==> src/design/wsdf_pkg.sv <==
// ----------------------------------------------------------------------------
// WebSocket deframer package
// Result kind codes and widths shared by the deframer.
// ----------------------------------------------------------------------------
package wsdf_pkg;

  localparam int unsigned KindWidth = 2;

  typedef logic [KindWidth-1:0] kind_t;

  localparam kind_t KIND_PAYLOAD = 2'd0;
  localparam kind_t KIND_EMPTY   = 2'd1;
  localparam kind_t KIND_REJECT  = 2'd2;

  localparam logic [3:0] OPCODE_TEXT  = 4'h1;
  localparam logic [3:0] OPCODE_CLOSE = 4'h8;

  localparam logic [6:0] LEN_EXT16 = 7'd126;
  localparam logic [6:0] LEN_EXT64 = 7'd127;

  localparam logic [2:0] EXT16_LAST = 3'd1;
  localparam logic [2:0] EXT64_LAST = 3'd7;
  localparam logic [2:0] KEY_LAST   = 3'd3;

endpackage

==> src/design/websocket_frame_deframer_top.sv <==
// ----------------------------------------------------------------------------
// WebSocket frame deframer
// Parses a byte stream of WebSocket frames, one byte per transfer, and emits
// unmasked payload bytes, empty-frame markers and opcode rejections.
//
// Input channel: in_valid / in_ready with data_byte, one raw stream byte.
// Output channel: out_valid / out_ready with kind, payload_byte,
// frame_opcode, final_flag and end_of_frame. A byte gives zero or one result.
// Header bytes (length, extended length, masking key) give no result, except
// an empty frame (one kind 1 result with end_of_frame) and an unsupported
// opcode (one kind 2 result on the first header byte, then the frame is
// skipped silently).
// The parser state and the result register are both written at the edge that
// takes the byte. Throughput is one byte per cycle, set by the single result
// register; in_ready stays high while that register is empty or being
// drained in the same cycle.
// When the receiver stalls, the result is held and in_ready falls until it
// is taken. Synchronous reset returns the parser to the first header byte
// with an empty result register.
// ----------------------------------------------------------------------------
module websocket_frame_deframer_top
  import wsdf_pkg::*;
(
  input  logic        clk,
  input  logic        rst,
  input  logic        in_valid,
  output logic        in_ready,
  input  logic [7:0]  data_byte,
  output logic        out_valid,
  input  logic        out_ready,
  output kind_t       kind,
  output logic [7:0]  payload_byte,
  output logic [3:0]  frame_opcode,
  output logic        final_flag,
  output logic        end_of_frame
);

  typedef enum logic [2:0] {
    PH_HDR1  = 3'd0,
    PH_HDR2  = 3'd1,
    PH_EXT16 = 3'd2,
    PH_EXT64 = 3'd3,
    PH_MASK  = 3'd4,
    PH_DATA  = 3'd5
  } phase_t;

  phase_t      phase, phase_next;
  logic        fin_bit, fin_bit_next;
  logic [3:0]  opcode_reg, opcode_reg_next;
  logic        mask_present, mask_present_next;
  logic [2:0]  header_byte_count, header_byte_count_next;
  logic [63:0] remaining_length, remaining_length_next;
  logic [31:0] mask_key, mask_key_next;
  logic [1:0]  mask_index, mask_index_next;
  logic        discard_frame, discard_frame_next;

  logic        emit;
  kind_t       emit_kind;
  logic [7:0]  emit_byte;
  logic        emit_eof;
  logic        length_done;
  logic        header_done;
  logic [2:0]  ext_last;
  logic [7:0]  key_byte;
  logic        fire;

  assign in_ready = !out_valid || out_ready;
  assign fire     = in_valid && in_ready;

  always_comb begin
    unique case (mask_index)
      2'd0: key_byte = mask_key[31:24];
      2'd1: key_byte = mask_key[23:16];
      2'd2: key_byte = mask_key[15:8];
      default: key_byte = mask_key[7:0];
    endcase
  end

  always_comb begin
    phase_next             = phase;
    fin_bit_next           = fin_bit;
    opcode_reg_next        = opcode_reg;
    mask_present_next      = mask_present;
    header_byte_count_next = header_byte_count;
    remaining_length_next  = remaining_length;
    mask_key_next          = mask_key;
    mask_index_next        = mask_index;
    discard_frame_next     = discard_frame;
    emit                   = 1'b0;
    emit_kind              = KIND_PAYLOAD;
    emit_byte              = 8'd0;
    emit_eof               = 1'b0;
    length_done            = 1'b0;
    header_done            = 1'b0;
    ext_last               = (phase == PH_EXT16) ? EXT16_LAST : EXT64_LAST;

    unique case (phase)
      PH_HDR2: begin
        mask_present_next      = data_byte[7];
        header_byte_count_next = 3'd0;
        remaining_length_next  = 64'd0;
        if (data_byte[6:0] == LEN_EXT16) begin
          phase_next = PH_EXT16;
        end else if (data_byte[6:0] == LEN_EXT64) begin
          phase_next = PH_EXT64;
        end else begin
          remaining_length_next = {57'd0, data_byte[6:0]};
          length_done           = 1'b1;
        end
      end
      PH_EXT16, PH_EXT64: begin
        remaining_length_next = {remaining_length[55:0], data_byte};
        if (header_byte_count >= ext_last) begin
          length_done = 1'b1;
        end else begin
          header_byte_count_next = header_byte_count + 3'd1;
        end
      end
      PH_MASK: begin
        mask_key_next = {mask_key[23:0], data_byte};
        if (header_byte_count >= KEY_LAST) begin
          header_done = 1'b1;
        end else begin
          header_byte_count_next = header_byte_count + 3'd1;
        end
      end
      PH_DATA: begin
        remaining_length_next = remaining_length - 64'd1;
        emit_eof              = (remaining_length_next == 64'd0);
        if (emit_eof) begin
          phase_next = PH_HDR1;
        end
        if (!discard_frame) begin
          mask_index_next = mask_index + 2'd1;
          emit            = 1'b1;
          emit_kind       = KIND_PAYLOAD;
          emit_byte       = data_byte ^ key_byte;
        end
      end
      default: begin
        fin_bit_next           = data_byte[7];
        opcode_reg_next        = data_byte[3:0];
        mask_present_next      = 1'b0;
        mask_key_next          = 32'd0;
        mask_index_next        = 2'd0;
        remaining_length_next  = 64'd0;
        header_byte_count_next = 3'd0;
        phase_next             = PH_HDR2;
        if (data_byte[3:0] != OPCODE_TEXT && data_byte[3:0] != OPCODE_CLOSE) begin
          discard_frame_next = 1'b1;
          emit               = 1'b1;
          emit_kind          = KIND_REJECT;
        end else begin
          discard_frame_next = 1'b0;
        end
      end
    endcase

    if (length_done) begin
      if (mask_present_next) begin
        phase_next             = PH_MASK;
        header_byte_count_next = 3'd0;
      end else begin
        header_done = 1'b1;
      end
    end

    if (header_done) begin
      mask_index_next = 2'd0;
      if (remaining_length_next == 64'd0) begin
        phase_next = PH_HDR1;
        if (!discard_frame) begin
          emit      = 1'b1;
          emit_kind = KIND_EMPTY;
          emit_eof  = 1'b1;
        end
      end else begin
        phase_next = PH_DATA;
      end
    end
  end

  always_ff @(posedge clk) begin
    if (rst) begin
      phase             <= PH_HDR1;
      fin_bit           <= 1'b0;
      opcode_reg        <= 4'd0;
      mask_present      <= 1'b0;
      header_byte_count <= 3'd0;
      remaining_length  <= 64'd0;
      mask_key          <= 32'd0;
      mask_index        <= 2'd0;
      discard_frame     <= 1'b0;
      out_valid         <= 1'b0;
    end else begin
      if (fire) begin
        phase             <= phase_next;
        fin_bit           <= fin_bit_next;
        opcode_reg        <= opcode_reg_next;
        mask_present      <= mask_present_next;
        header_byte_count <= header_byte_count_next;
        remaining_length  <= remaining_length_next;
        mask_key          <= mask_key_next;
        mask_index        <= mask_index_next;
        discard_frame     <= discard_frame_next;
      end
      if (in_ready) begin
        out_valid <= fire && emit;
      end
    end
  end

  always_ff @(posedge clk) begin
    if (fire && emit) begin
      kind         <= emit_kind;
      payload_byte <= emit_byte;
      frame_opcode <= opcode_reg_next;
      final_flag   <= fin_bit_next;
      end_of_frame <= emit_eof;
    end
  end

  a_zero_unless_payload: assert property (@(posedge clk) disable iff (rst)
    out_valid && kind != KIND_PAYLOAD |-> payload_byte == 8'd0)
    else $error("non-payload result carries a data byte");

  a_reject_not_eof: assert property (@(posedge clk) disable iff (rst)
    out_valid && kind == KIND_REJECT |-> !end_of_frame)
    else $error("rejection marked as end of frame");

  a_empty_is_eof: assert property (@(posedge clk) disable iff (rst)
    out_valid && kind == KIND_EMPTY |-> end_of_frame)
    else $error("empty-frame result without end of frame");

  a_discard_silent: assert property (@(posedge clk) disable iff (rst)
    fire && phase == PH_DATA && discard_frame |=> !out_valid)
    else $error("skipped frame produced a result");

  a_stall_holds: assert property (@(posedge clk) disable iff (rst)
    out_valid && !out_ready |=> out_valid && $stable(kind) && $stable(payload_byte))
    else $error("stalled result lost or changed");

endmodule

==> config.mk <==
export PLATFORM = sky130hd
export DESIGN_NAME = websocket_frame_deframer_top
export DESIGN_NICKNAME = d
export VERILOG_FILES = /design/src/design/wsdf_pkg.sv /design/src/design/websocket_frame_deframer_top.sv
export SDC_FILE = /design/constraint.sdc
export NUM_CORES = 1
export LEC_CHECK = 0
export BUFFER_PORTS_ARGS = -buffer_cell sky130_fd_sc_hd__buf_4
export CAP_MARGIN = 30
export CORE_UTILIZATION = 30
export DETAILED_ROUTE_END_ITERATION = 8
export GPL_TIMING_DRIVEN = 0
export MAX_ROUTING_LAYER = met4
export PLACE_DENSITY = 0.54
export SETUP_SLACK_MARGIN = 0.4
export SYNTH_ARGS = -nofsm -noshare
export SYNTH_HDL_FRONTEND = slang
export SYNTH_SLANG_ARGS = --single-unit
export TNS_END_PERCENT = 30
==> constraint.sdc <==
create_clock -name clk -period 6.8 [get_ports clk]
set_input_delay 0.34 -clock clk [delete_from_list [all_inputs] [get_ports clk]]
set_output_delay 0.34 -clock clk [all_outputs]
set_load 0.01 [all_outputs]
==> results by stage, run 1 <==
Synthesis:
- The commonest register cell after synthesis is sky130_fd_sc_hd__dfxtp_1.
- The share of Yosys cell area claimed by the top area cell type is between 20 and 25%.
- For this run, the register share of the synthesized area comes to around 30%.
- In the post-synthesis netlist, the biggest area contributors are sky130_fd_sc_hd__dfxtp_1 24%, sky130_fd_sc_hd__nand2_1 5.5%, sky130_fd_sc_hd__edfxtp_1 5.2%.
- Averaged over all synthesized cells, the footprint is about 7.3 um^2.
- The synthesized net count is between 1000 and 1500.
- Of all flip-flops after synthesis, the portion carrying an async set or reset was 0%.
- The flop and latch count out of synthesis is roughly 130.
- The netlist area before placement is between 9000 and 10000 um^2.
- The biggest area contributor in the post-synthesis netlist is sky130_fd_sc_hd__dfxtp_1.
- During synthesis, Yosys emitted a total of 0 warnings.
- The number of distinct library cell variants in the gate-level netlist after synthesis is 81.
- The number of instances in the synthesized netlist is 1249.
- The number of synthesized flops with an enable pin is 16.

Power:
- Internal power comes to 1.56 mW.
- In this run the power density over the cells is between 200 and 250 nW/um^2.
- In this run the static leakage power is approximately 3.5 nW.
- The sequential group share of total power is 32.6%.
- The switching part of the total power is approximately two fifths.
- VDD sags by at most 0.189 mV.
- Overall power consumption after layout is estimated at 2.54 mW.
- Per report_power, the combinational group accounts for between 20% and 30% of the total.
- In this run the power spent charging and discharging nets is 982 uW.
- The clock share of power is between 30 and 40%.

Floorplanning:
- The number of primary I/O pins is 30.
- The die covers around 31000 um^2.
- In this run the standard cell core region covers 29900 um^2.
- The floorplan step set the die height to ~180 um.
- The floorplan has 63 rows.
- For this configuration, the core starts out at a cell density of 30.7%.
- The floorplan step set the die width to 177 um.

Global routing:
- Entering global routing, the biggest net connects 17 pins.
- The global-route wire length before repair is around 70 mm.
- The via count of the first global-routing pass is 9699.
- The number of antenna violations at the first check in global routing came to 1.
- The total grt overflow is 0.
- The total global-route track usage is between 30% and 40%.

Timing:
- The worst hold slack across all endpoints is around 0.16 ns.
- Static timing analysis puts the maximum clock frequency at between 150 and 200 MHz.
- The total count of hold-check failures in the final report is 0.
- The final-report max-slew violation count was 0.
- For the pin with the worst max-slew slack, the measured transition is 1.14 ns.
- After layout, the worst path uses roughly 88% of the clock period.
- The post-route minimum period is 5.95 ns.
- Setup violations remaining at the end of the flow were counted as 0.
- The setup TNS is 0 ns.
- The headroom to the max-slew limit is between 20% and 30%.
- Setup slack on the critical path of the routed design comes to around 0.85 ns.
- Setup repair after global routing left no endpoint under its margin.
- The worst-case clock skew is between 0.01 and 0.015 ns.

Worst setup path:
- The slowest stage cell on the critical path is sky130_fd_sc_hd__nor4_1.
- The category of the most critical setup path is reg2reg.
- The worst setup path is captured at a flip-flop.
- Along the worst path, the maximum fanout reaches 11.
- For the worst setup path, the data required time is between 6 and 7 ns.
- STA puts the critical path data arrival time at approximately 6 ns.
- The startpoint type of the worst setup path is a flip-flop.
- Traced cell by cell, the critical path runs through clkbuf_1 -> inv_1 -> ha_1 -> nor4bb_1 -> buf_2 -> nand3_1 -> or4_1 -> o31ai_1 -> a21oi_1 -> nor4_1 -> nand4b_1 -> nor4_4 -> nor2_1 -> nor2_1 -> buf_4.
- In this design, the critical path's most frequently occurring cell is sky130_fd_sc_hd__nor2_1.
- For this run, the slowest stage of the critical path takes 0.74 ns.

Finish:
- The flip-flop count of the largest register after layout is between 60 and 70.
- The count of fill cells added during filler insertion is approximately 3200.
- The register with the most flip-flops is remaining_length.
- The post-route core utilization is a little over a third.
- The post-route netlist has a little under a tenth of its cells at a drive strength greater than 1.
- In the layout the commonest cells are 135 x sky130_fd_sc_hd__nand2_1, 128 x sky130_fd_sc_hd__nor2_1, 112 x sky130_fd_sc_hd__dfxtp_1, 103 x sky130_fd_sc_hd__clkbuf_1, 90 x sky130_fd_sc_hd__a21oi_1.
- The multi-input logic area is approximately 5900 um^2.
- The largest registers in the layout are remaining_length x64, mask_key x32, payload_byte x8.
- The area of all sequential standard cells is between 2000 and 3000 um^2.
- Excluding fillers, the count of instances in the completed layout stands at roughly 1700.
- The design area is between 10000 and 15000 um^2.
- The area growth from synthesis to layout is 14.8%.
- The final layout net count is approximately 1300.
- Leaving out fill and tap cells, the most frequent cell in the layout is sky130_fd_sc_hd__nand2_1.

Routing:
- The final routed wire length divided by cell count is between 20 and 30 um.
- The routed via count divided by cell count is about 6.3.
- The detailed router finished its first iteration with roughly 1500 violations.
- The remaining antenna violation count is 0.
- The routed layout has about 11000 vias.
- The first detailed-routing pass took 7 iterations.
- After detailed routing, the number of remaining DRC violations is 0.
- The total routed wirelength is between 40 and 50 mm.

Clock tree:
- The sink count of the clock tree is 128.
- For the worst-skew pair, the clock arrives at the later sink with an insertion delay of 0.46 ns.
- The post-CTS setup buffer count is 0.
- The CTS tree is built.
- The register clock-pin slew on the reported worst setup and hold paths is about 0.07 ns.
- The number of buffers created by CTS is 17.
- Hold repair after CTS inserted 0 buffers.
- The root buffer selected by CTS is sky130_fd_sc_hd__clkbuf_16.
- The number of buffers on the longest clock path is 2.
- In this run, post-CTS repair resized a total of 0 instances.
- The maximum level of the CTS H-tree is 4.

Place:
- The number of placed instances, taps included, is around 1700.
- Buffers placed on the I/O ports in this run total 24.
- The post-DP HPWL is approximately 36 mm.
- The pre-CTS worst setup slack is approximately 1.0 ns.
- The instance area after placement is approximately 9900 um^2.
- The final estimated routing congestion in global placement is ~1.0.

Run:
- The tool flagged a number of max-cap violations equal to 0.

Status:
- The flow ran to the end, and the final reports show no timing, DRC or antenna violations.

Hold path:
- The worst hold path class is in2reg.
power by group through the flow:
stage	Clock [mW]	Sequential (mW)	Combinational (mW)
floorplan	0	0.842	0.422
CTS	0.994	0.828	0.696
global placement	0	0.845	0.692
finish	0.985	0.829	0.726
global route	1.02	0.832	0.756
detailed placement	0	0.845	0.694
cell families (layout without fill, tap and decap cells):
family | count (synthesis) | count (layout) | share of synthesized area [%]
mux | 9 | 9 | 1.05
compound gates | 314 | 314 | 22.9
simple gates | 579 | 579 | 32.8
fa+ha+maj | 10 | 10 | 1.37
other cells | 0 | 1 | 0
xor+xnor | 60 | 60 | 5.73
buf+inv | 149 | 215 | 6.43
flops | 128 | 128 | 29.7
synth_stat cells, types with 18 or more instances:
library cell               count
sky130_fd_sc_hd__nand2_1     135
sky130_fd_sc_hd__nor2_1      128
sky130_fd_sc_hd__dfxtp_1     112
sky130_fd_sc_hd__clkbuf_1    103
sky130_fd_sc_hd__a21oi_1      90
sky130_fd_sc_hd__nor3_1       60
sky130_fd_sc_hd__nand3_1      59
sky130_fd_sc_hd__o21ai_0      54
sky130_fd_sc_hd__nor4_1       47
sky130_fd_sc_hd__xnor2_1      41
sky130_fd_sc_hd__nand4_1      29
sky130_fd_sc_hd__a211oi_1     28
sky130_fd_sc_hd__or4_1        23
sky130_fd_sc_hd__or3_1        19
sky130_fd_sc_hd__xor2_1       19
sky130_fd_sc_hd__a22oi_1      18
path summary, 6_finish.rpt:
check | slack, ns | start | to | depth (start not counted)
worst min-delay path | 0.16 | in_valid | out_valid | 3
worst max-delay path | 0.85 | remaining_length[0] | frame_opcode[0] | 15
worst max register to register | 0.85 | remaining_length[0] | frame_opcode[0] | 15
worst min register to register | 0.46 | mask_key[25] | mask_key[25] | 2
routing by layer:
layer,track usage (%),vias up,wire length (um)
li1,-,4740,-
met1,42.9,5174,21200
met2,44.1,656,20200
met3,7.02,169,4520
met4,17.7,0,2760
met5,-,-,0
final cells by class:
class                   count  share of cell area (%)
multi-input cells         972                    55.7
flip-flops and latches    128                    25.9
plain buffers             133                    5.03
well taps                 390                    4.64
clock buffers              19                    4.41
repair buffers             34                    2.46
clock inverters            13                    1.31
inverters                  16                   0.571
diodes                      1                  0.0238
worst max-delay path: cells and delay by family, from the launching register on:
| family | cells | cell delay, ns |
|---|---|---|
| AO/OA/AOI/OAI | 2 | 0.43 |
| adder cells (fa/ha/maj) | 1 | 0.27 |
| buffers and inverters | 4 | 0.93 |
| flip-flops | 1 | 0.32 |
| AND/OR/NAND/NOR | 8 | 3.69 |
Note: power is estimated with default switching activity, not from simulation.
==> inputs of run 2 (changes only) <==
Settings changed: CORE_MARGIN set to 5, PLACE_DENSITY 0.54 to 0.47.
==> results by stage, run 2 (same netlist as run 1, synthesis figures left out) <==
Finish:
- For this run, the post-layout net count is 1324.
- The flip-flop count of the largest register after layout is 64.
- Cells fill 34.6% of the core in the end.
- In the layout the commonest cells are 135 x sky130_fd_sc_hd__nand2_1, 127 x sky130_fd_sc_hd__nor2_1, 112 x sky130_fd_sc_hd__dfxtp_1, 104 x sky130_fd_sc_hd__clkbuf_1, 90 x sky130_fd_sc_hd__a21oi_1.
- Cells with a size suffix above 1 make up roughly 9% of the layout.
- The area growth from synthesis to layout is 14.7%.
- The largest registers in the layout are remaining_length x64, mask_key x32, payload_byte x8.
- The register with the most flip-flops in the final layout is remaining_length.
- Leaving out fill and tap cells, the most frequent cell in the layout is sky130_fd_sc_hd__nand2_1.
- The final cell count without fillers is 1712.

Clock tree:
- The cell sitting at the root of the clock tree is a sky130_fd_sc_hd__clkbuf_16.
- CTS built an H-tree with a depth of 4.
- In this run the post-CTS setup repair buffer count came out at 0.
- The clock reaches the later pin of the worst-skew pair after ~0.46 ns.
- TritonCTS created 17 clock buffers.
- The register clock-pin slew on the reported worst setup and hold paths is 0.06 ns.
- No sink is reached through more buffers than the 2 on the longest clock path.
- The CTS tree is built.
- The sink count of the clock tree is approximately 130.

Status:
- The run finished with clean final reports.

Worst setup path:
- For the worst setup path, the data arrival time is roughly 6.0 ns.
- In this run the worst setup path begins at remaining_length[0].
- STA classifies the critical path endpoint as a flip-flop.
- Data on the critical path is required at its endpoint by slightly below 7 ns.
- The worst setup path is of the reg2reg kind.
- The slowest stage cell on the critical path is sky130_fd_sc_hd__nor4bb_1.
- Traced cell by cell, the critical path runs through clkbuf_1 -> inv_1 -> ha_1 -> nor4bb_1 -> buf_2 -> nand3_1 -> clkbuf_1 -> o311a_1 -> a221oi_1 -> o211ai_1 -> nor4_1 -> nand4b_1 -> nor4_4 -> nor2_1 -> nor2_4.
- Of all nets on the critical path, the largest fanout is 16.
- The origin of the critical flop-to-flop path is remaining_length[0].
- STA classifies the critical path startpoint as a flip-flop.
- By instance count, the cell type seen most on the critical path is sky130_fd_sc_hd__clkbuf_1.
- In this design, the stage delay of the slowest critical-path cell is 0.75 ns.

Floorplanning:
- The overall die area is between 30000 and 40000 um^2.
- The floorplan row count is 64.
- The die is 185 um tall.
- The initial utilization of the core area, before any placement, comes to approximately 30%.
- In this run the count of I/O pins placed on the die edge is 30.
- The floorplan step set the die width to ~180 um.
- In this run the standard cell core region covers roughly 30000 um^2.

Place:
- The placed instance count is around 1700.
- The number of I/O port buffers is 24.
- After legalization and detailed placement, the total HPWL measured between 30 and 40 mm.
- The congestion estimate from routability-driven global placement came to around 1.0.

Timing:
- Setup repair after global routing left no endpoint under its margin.
- The total count of hold-check failures in the final report is 0.
- The final-report max-slew violation count is 0.
- The transition time at the pin with the least slew margin is about 1.1 ns.
- Final hold analysis gives a worst-case slack of 0.154 ns.
- The headroom to the max-slew limit is between 20% and 30%.
- The post-route minimum period is 5.93 ns.
- Derived from the worst setup path, the maximum achievable clock frequency is approximately 170 MHz.
- The final-report setup violation count is 0.
- The worst-case clock skew is 0.0108 ns.
- The post-route clock period utilization is between 80% and 90%.
- The setup TNS is 0 ns.

Global routing:
- The total grt overflow is 0.
- The number of antenna violations at the first check in global routing is 2.
- The total global-route track usage is 30.4%.
- The via count of the first global-routing pass is 10100.
- The first global-routing pass estimated approximately 73 mm of wire.
- The largest net degree at the start of global routing is 17.

Routing:
- The amount of wire on met3 after detailed routing is 3.69 mm.
- Dividing the detail-routed via count by the number of cells gives ~6.3.
- After detailed routing, the average wire length per cell comes to approximately 30 um.
- The first routing iteration left 1416 violations.
- For this run, design rule violations remaining after detail routing come to 0.
- The first TritonRoute pass finished after 8 iterations.
- The remaining antenna violation count is 0.
- The routed design has 51.3 mm of wire.
- Wire segments on met2 add up to approximately 22 mm in the final route.
- The routed metal-1 wirelength is around 23 mm.
- For this block, the via count after detailed routing is 10700.
- The highest metal layer used by the detailed router is met4.

Power:
- The total design power is approximately 2.5 mW.
- The peak ir drop on the vdd network is around 0.19 mV.
- Power spread over the standard cell area amounts to roughly 240 nW/um^2.
- The leakage dissipation is about 3.5 nW.

Hold path:
- The path class of the tightest hold or removal check is in2reg.
- In this run the most critical hold path is launched from in_valid.

Run:
- The tool flagged a number of max-cap violations equal to 0.
==> run 2: final cells by class <==
cell class / instances / area (um^2)
clock inverter: 14 / 156
buffer: 133 / 529
sequential: 128 / 2720
clock buffer: 18 / 429
multi-input combinational: 972 / 5870
antenna: 1 / 2.50
tap: 396 / 495
fill: 3293 / 19800
inverter: 16 / 60.1
timing repair buffer: 34 / 250
==> run 2: path summary, 6_finish.rpt <==
check | end | depth (start not counted) | slack, ns
max | frame_opcode[1] | 15 | 0.87
min | out_valid | 3 | 0.15
max reg2reg | frame_opcode[1] | 15 | 0.87
min reg2reg | mask_key[28] | 2 | 0.46
==> run 2: per-layer routing <==
metal / vias to the layer above / track usage [%]
li1: 4749 / -
met1: 5268 / 41.4
met2: 571 / 44.4
met3: 153 / 4.75
met4: 0 / 13.6
met5: - / -
==> run 2: through the flow <==
step                area [um^2]  worst slack (ns)
floorplan                  9170              2.02
global placement           9840             0.120
detailed placement         9920             0.958
CTS                       10500             0.873
global route              10500             0.590
finish                    10500             0.865
==> run 2: power breakdown <==
group / internal, mW / switching (mW) / leakage, nW
combinational: 0.208 / 0.537 / 2.13
sequential: 0.804 / 0.0254 / 1.07
clock: 0.546 / 0.417 / 0.291
total: 1.56 / 0.979 / 3.49
==> run 2: what timing repair did <==
item                       CTS  global route
hold buffers                 0             0
resized for setup            0             1
setup endpoints to repair    0            16
==> run 2: worst max-delay path, delay by kind of cell (launching register included) <==
family | cells | cell delay (ns)
compound gates | 3 | 0.92
fa+ha+maj | 1 | 0.26
buf+inv | 4 | 0.95
flops | 1 | 0.32
simple gates | 7 | 3.13
==> inputs of run 3 (changes only) <==
Settings changed: ABC_AREA set to 1.
==> results by stage, run 3 <==
Floorplanning:
- The initial standard-cell utilization of the core is roughly 30%.
- Measured along the x axis, the die boundary spans roughly 190 um.
- The overall die area is around 35000 um^2.
- The number of primary I/O pins is 30.
- The floorplan row count is 64.
- The floorplan die height is between 150 and 200 um.
- The area of the core region is 30500 um^2.

Synthesis:
- The number of distinct library cell variants in the gate-level netlist after synthesis is 41.
- The largest area contributor in the netlist is sky130_fd_sc_hd__dfxtp_1.
- The number of instances in the synthesized netlist is approximately 1600.
- The share of flip-flops with an asynchronous set or reset after synthesis is 0%.
- The synthesized net count is around 1600.
- The flop and latch count out of synthesis is 128.
- Summing every instance area after synthesis gives ~9300 um^2.
- The sequential-to-total area share from yosys stat is 29.4%.
- After synthesis, the cell types taking the most area are sky130_fd_sc_hd__dfxtp_1 24%, sky130_fd_sc_hd__nand2_1 17%, sky130_fd_sc_hd__inv_1 9.4%.
- The Yosys warning count is 0.
- A synthesized cell averages about 6.0 um^2.
- Counting instances in the post-synthesis netlist gives the leading cell types as 410 x sky130_fd_sc_hd__nand2_1, 231 x sky130_fd_sc_hd__inv_1, 210 x sky130_fd_sc_hd__nor2_1.
- The synthesized design contains 16 enable-type register cells.
- Among all flip-flop cells after synthesis, the most frequent one is sky130_fd_sc_hd__dfxtp_1.
- The dominant cell by count in the synthesized netlist is sky130_fd_sc_hd__nand2_1.
- The synthesized design devotes to its leading area cell type 24.2% of total area.

Routing:
- The remaining antenna violation count is 0.
- The count of unresolved DRC violations after routing is 0.
- The final route contains a little over 10000 vias.
- After detailed routing, the average wire length per cell comes to ~19 um.
- The routed design uses 18.5 mm of met2 wire.
- After detailed routing, the total wire length is 38.9 mm.
- The highest metal layer used by the detailed router is met4.
- The amount of wire on met3 after detailed routing is about 2.1 mm.
- The detailed router finished its first iteration with about 930 violations.
- The number of search-and-repair iterations in the first detailed-routing pass is 5.
- In the final routing, the length of wire on met1 measures 17.1 mm.
- Dividing the detail-routed via count by the number of cells gives just over 5.

Worst setup path:
- STA puts the critical path data required time at roughly 7 ns.
- The maximum fanout along the worst path is 16.
- For this design, the slowest cell found on the critical path is sky130_fd_sc_hd__inv_1.
- The setup path with the least slack is of type reg2reg.
- The worst path arrival time is about 3.9 ns.
- The critical path starts at remaining_length[0].
- The startpoint type of the worst setup path is a flip-flop.
- The worst register-to-register path begins at remaining_length[0].
- For this run, the slowest stage of the critical path takes ~0.45 ns.
- The buffers plus inverters on the worst setup path is 2.
- The worst setup path is captured at a flip-flop.
- In this design, the critical path's most frequently occurring cell is sky130_fd_sc_hd__nand2_1.
- Walking the worst path, the cells encountered are inv_1 -> ha_1 -> nand2_4 -> nor2_4 -> nand2_2 -> nor2_4 -> nand2_1 -> nand2_1 -> o21bai_1 -> nor2_1 -> nand2_1 -> nor2_1 -> nand2_1 -> nor2_2 -> nand3_2 -> nand2_2 -> nand2_2 -> inv_1.
- The cell type group with the largest total delay on the critical path is simple AND/OR/NAND/NOR gates.

Place:
- After legalization and detailed placement, the total HPWL measured roughly 30 mm.
- The count of buffers added on input and output ports is 27.
- Including well taps, the total number of placed cells is approximately 2000.
- The final estimated routing congestion in global placement is around 1.

Global routing:
- The total overflow left after global routing is 0.
- In the global route stage, overall resource usage came out at 23.2%.
- Entering global routing, the biggest net connects 17 pins.
- The global-route wire length before repair is between 50 and 60 mm.
- The via count of the first global-routing pass came to between 9000 and 10000.
- The number of antenna violations at the first check in global routing is 0.

Clock tree:
- The register clock-pin slew on the reported worst setup and hold paths is around 0.07 ns.
- The source-to-sink clock delay at the later pin of the worst-skew pair is ~0.45 ns.
- TritonCTS built the clock tree.
- For this design, the CTS-stage hold fixing added 0 buffers.
- Clock tree synthesis found a total of roughly 130 sinks.
- The H-tree generated during clock tree synthesis spans 4 levels.
- The root buffer selected by CTS is sky130_fd_sc_hd__clkbuf_16.
- Gates resized during post-CTS repair numbered 0.
- The longest clock path from root to sink contains 2 buffers.
- Buffers added to address setup during post-CTS repair amount to 0.
- TritonCTS created 17 clock buffers.

Timing:
- The post-route clock period utilization is between 50% and 60%.
- Summed over all failing endpoints, the final setup total negative slack is 0 ns.
- The total count of hold-check failures in the final report is 0.
- The final-report max-slew violation count came to 0.
- The headroom to the max-slew limit is around 38%.
- The transition time at the pin with the least slew margin is ~0.92 ns.
- The final-report setup violation count is 0.
- Across the routed clock network, the largest skew measured is between 0.015 and 0.02 ns.
- The maximum frequency from static timing analysis is between 200 and 300 MHz.
- Setup repair after global routing left no endpoint under its margin.
- After layout, the minimum clock period comes to 3.77 ns.

Power:
- The power per standard cell area is roughly 250 nW/um^2.
- The peak ir drop on the vdd network is about 0.20 mV.
- The leakage dissipation is roughly 5 nW.
- The total design power is between 2 and 3 mW.

Finish:
- The share of cells above drive strength 1 is under 10%.
- The area growth from synthesis to layout is 13.8%.
- The register with the most flip-flops is remaining_length.
- The post-route core utilization is 34.6%.
- The largest registers in the layout are remaining_length x64, mask_key x32, payload_byte x8.
- The register with the most flip-flops in the layout has 64 of them.
- The final layout net count is between 1500 and 2000.
- The library cells used most frequently in the layout, excluding fill and tap cells, are 410 x sky130_fd_sc_hd__nand2_1, 231 x sky130_fd_sc_hd__inv_1, 210 x sky130_fd_sc_hd__nor2_1, 127 x sky130_fd_sc_hd__a21oi_1, 112 x sky130_fd_sc_hd__dfxtp_1.
- 0 antenna diodes ended up in the layout.
- The count of fill cells added during filler insertion is around 3500.
- The leading cell type in the layout, fill and taps excluded is sky130_fd_sc_hd__nand2_1.
- The finished layout holds approximately 2000 standard cells, fillers aside.

Hold path:
- The startpoint of the tightest hold check path is data_byte[6].
- In this run the worst hold path is classified as in2reg.

Run:
- Max-cap violations in this run came to 0.

Status:
- The run finished with clean final reports.
## run 3: changes by cell type after synthesis, moves of 23 or more
cell	change
sky130_fd_sc_hd__or4_1	-23
sky130_fd_sc_hd__a21oi_1	+37
sky130_fd_sc_hd__nand2_1	+275
sky130_fd_sc_hd__o21ai_0	+44
sky130_fd_sc_hd__clkbuf_1	-55
sky130_fd_sc_hd__inv_1	+215
sky130_fd_sc_hd__nor4_1	-47
sky130_fd_sc_hd__o22ai_1	+44
sky130_fd_sc_hd__xnor2_1	-41
sky130_fd_sc_hd__nor2_1	+82
sky130_fd_sc_hd__nor3_1	-55
sky130_fd_sc_hd__nand3_1	+40
## run 3: layout make-up
cell class,instances,area [um^2],share of cell area [%]
multi-input combinational,1135,5430,51.5
sequential,128,2720,25.8
inverter,233,875,8.29
tap,396,495,4.70
clock buffer,18,429,4.07
buffer,61,240,2.28
timing repair buffer,27,203,1.92
clock inverter,14,153,1.45
## run 3: cell families after synthesis
kind of cell               count (synthesis)  share of synthesized area [%]
adders and majority gates                 10                           1.35
DFF                                      128                           29.4
AOI/OAI and AO/OA                        317                           19.0
buffers and inverters                    294                           12.0
and+or+nand+nor                          794                           36.9
xor gates and xnor gates                  14                           1.32
## run 3: report_power, final
group	internal [mW]	switching, mW	leakage (nW)	total (mW)
Combinational	0.211	0.567	3.59	0.778
Clock	0.546	0.403	0.287	0.949
Sequential	0.825	0.0552	1.07	0.880
## run 3: worst paths after layout
path	endpoint	slack, ns	cells past startpoint
max	payload_byte[5]	3.03	18
min reg2reg	fin_bit	0.46	2
min	mask_key[6]	0.21	3
max reg2reg	payload_byte[5]	3.03	18
## run 3: per-stage QoR
| stage | cell area (um^2) | hold slack (ns) | worst slack [ns] |
|---|---|---|---|
| after floorplan | 9270 | 0.434 | 4.03 |
| after global placement | 9970 | 0.453 | 2.99 |
| after detailed placement | 9970 | 0.453 | 3.02 |
| after CTS | 10500 | 0.203 | 3.01 |
| after global routing | 10500 | 0.211 | 2.75 |
| final | 10500 | 0.211 | 3.03 |
## run 3: tightest hold or removal path, cell delays in order
cell and delay, ns:
sky130_fd_sc_hd__buf_4 0.13, sky130_fd_sc_hd__nand3_1 0.07, sky130_fd_sc_hd__a21oi_1 0.05
## run 3: layer usage
| metal | vias to the layer above | track usage [%] |
|---|---|---|
| li1 | 5094 | - |
| met1 | 4858 | 29.6 |
| met2 | 347 | 37.7 |
| met3 | 73 | 3.26 |
| met4 | 0 | 8.45 |
| met5 | - | - |
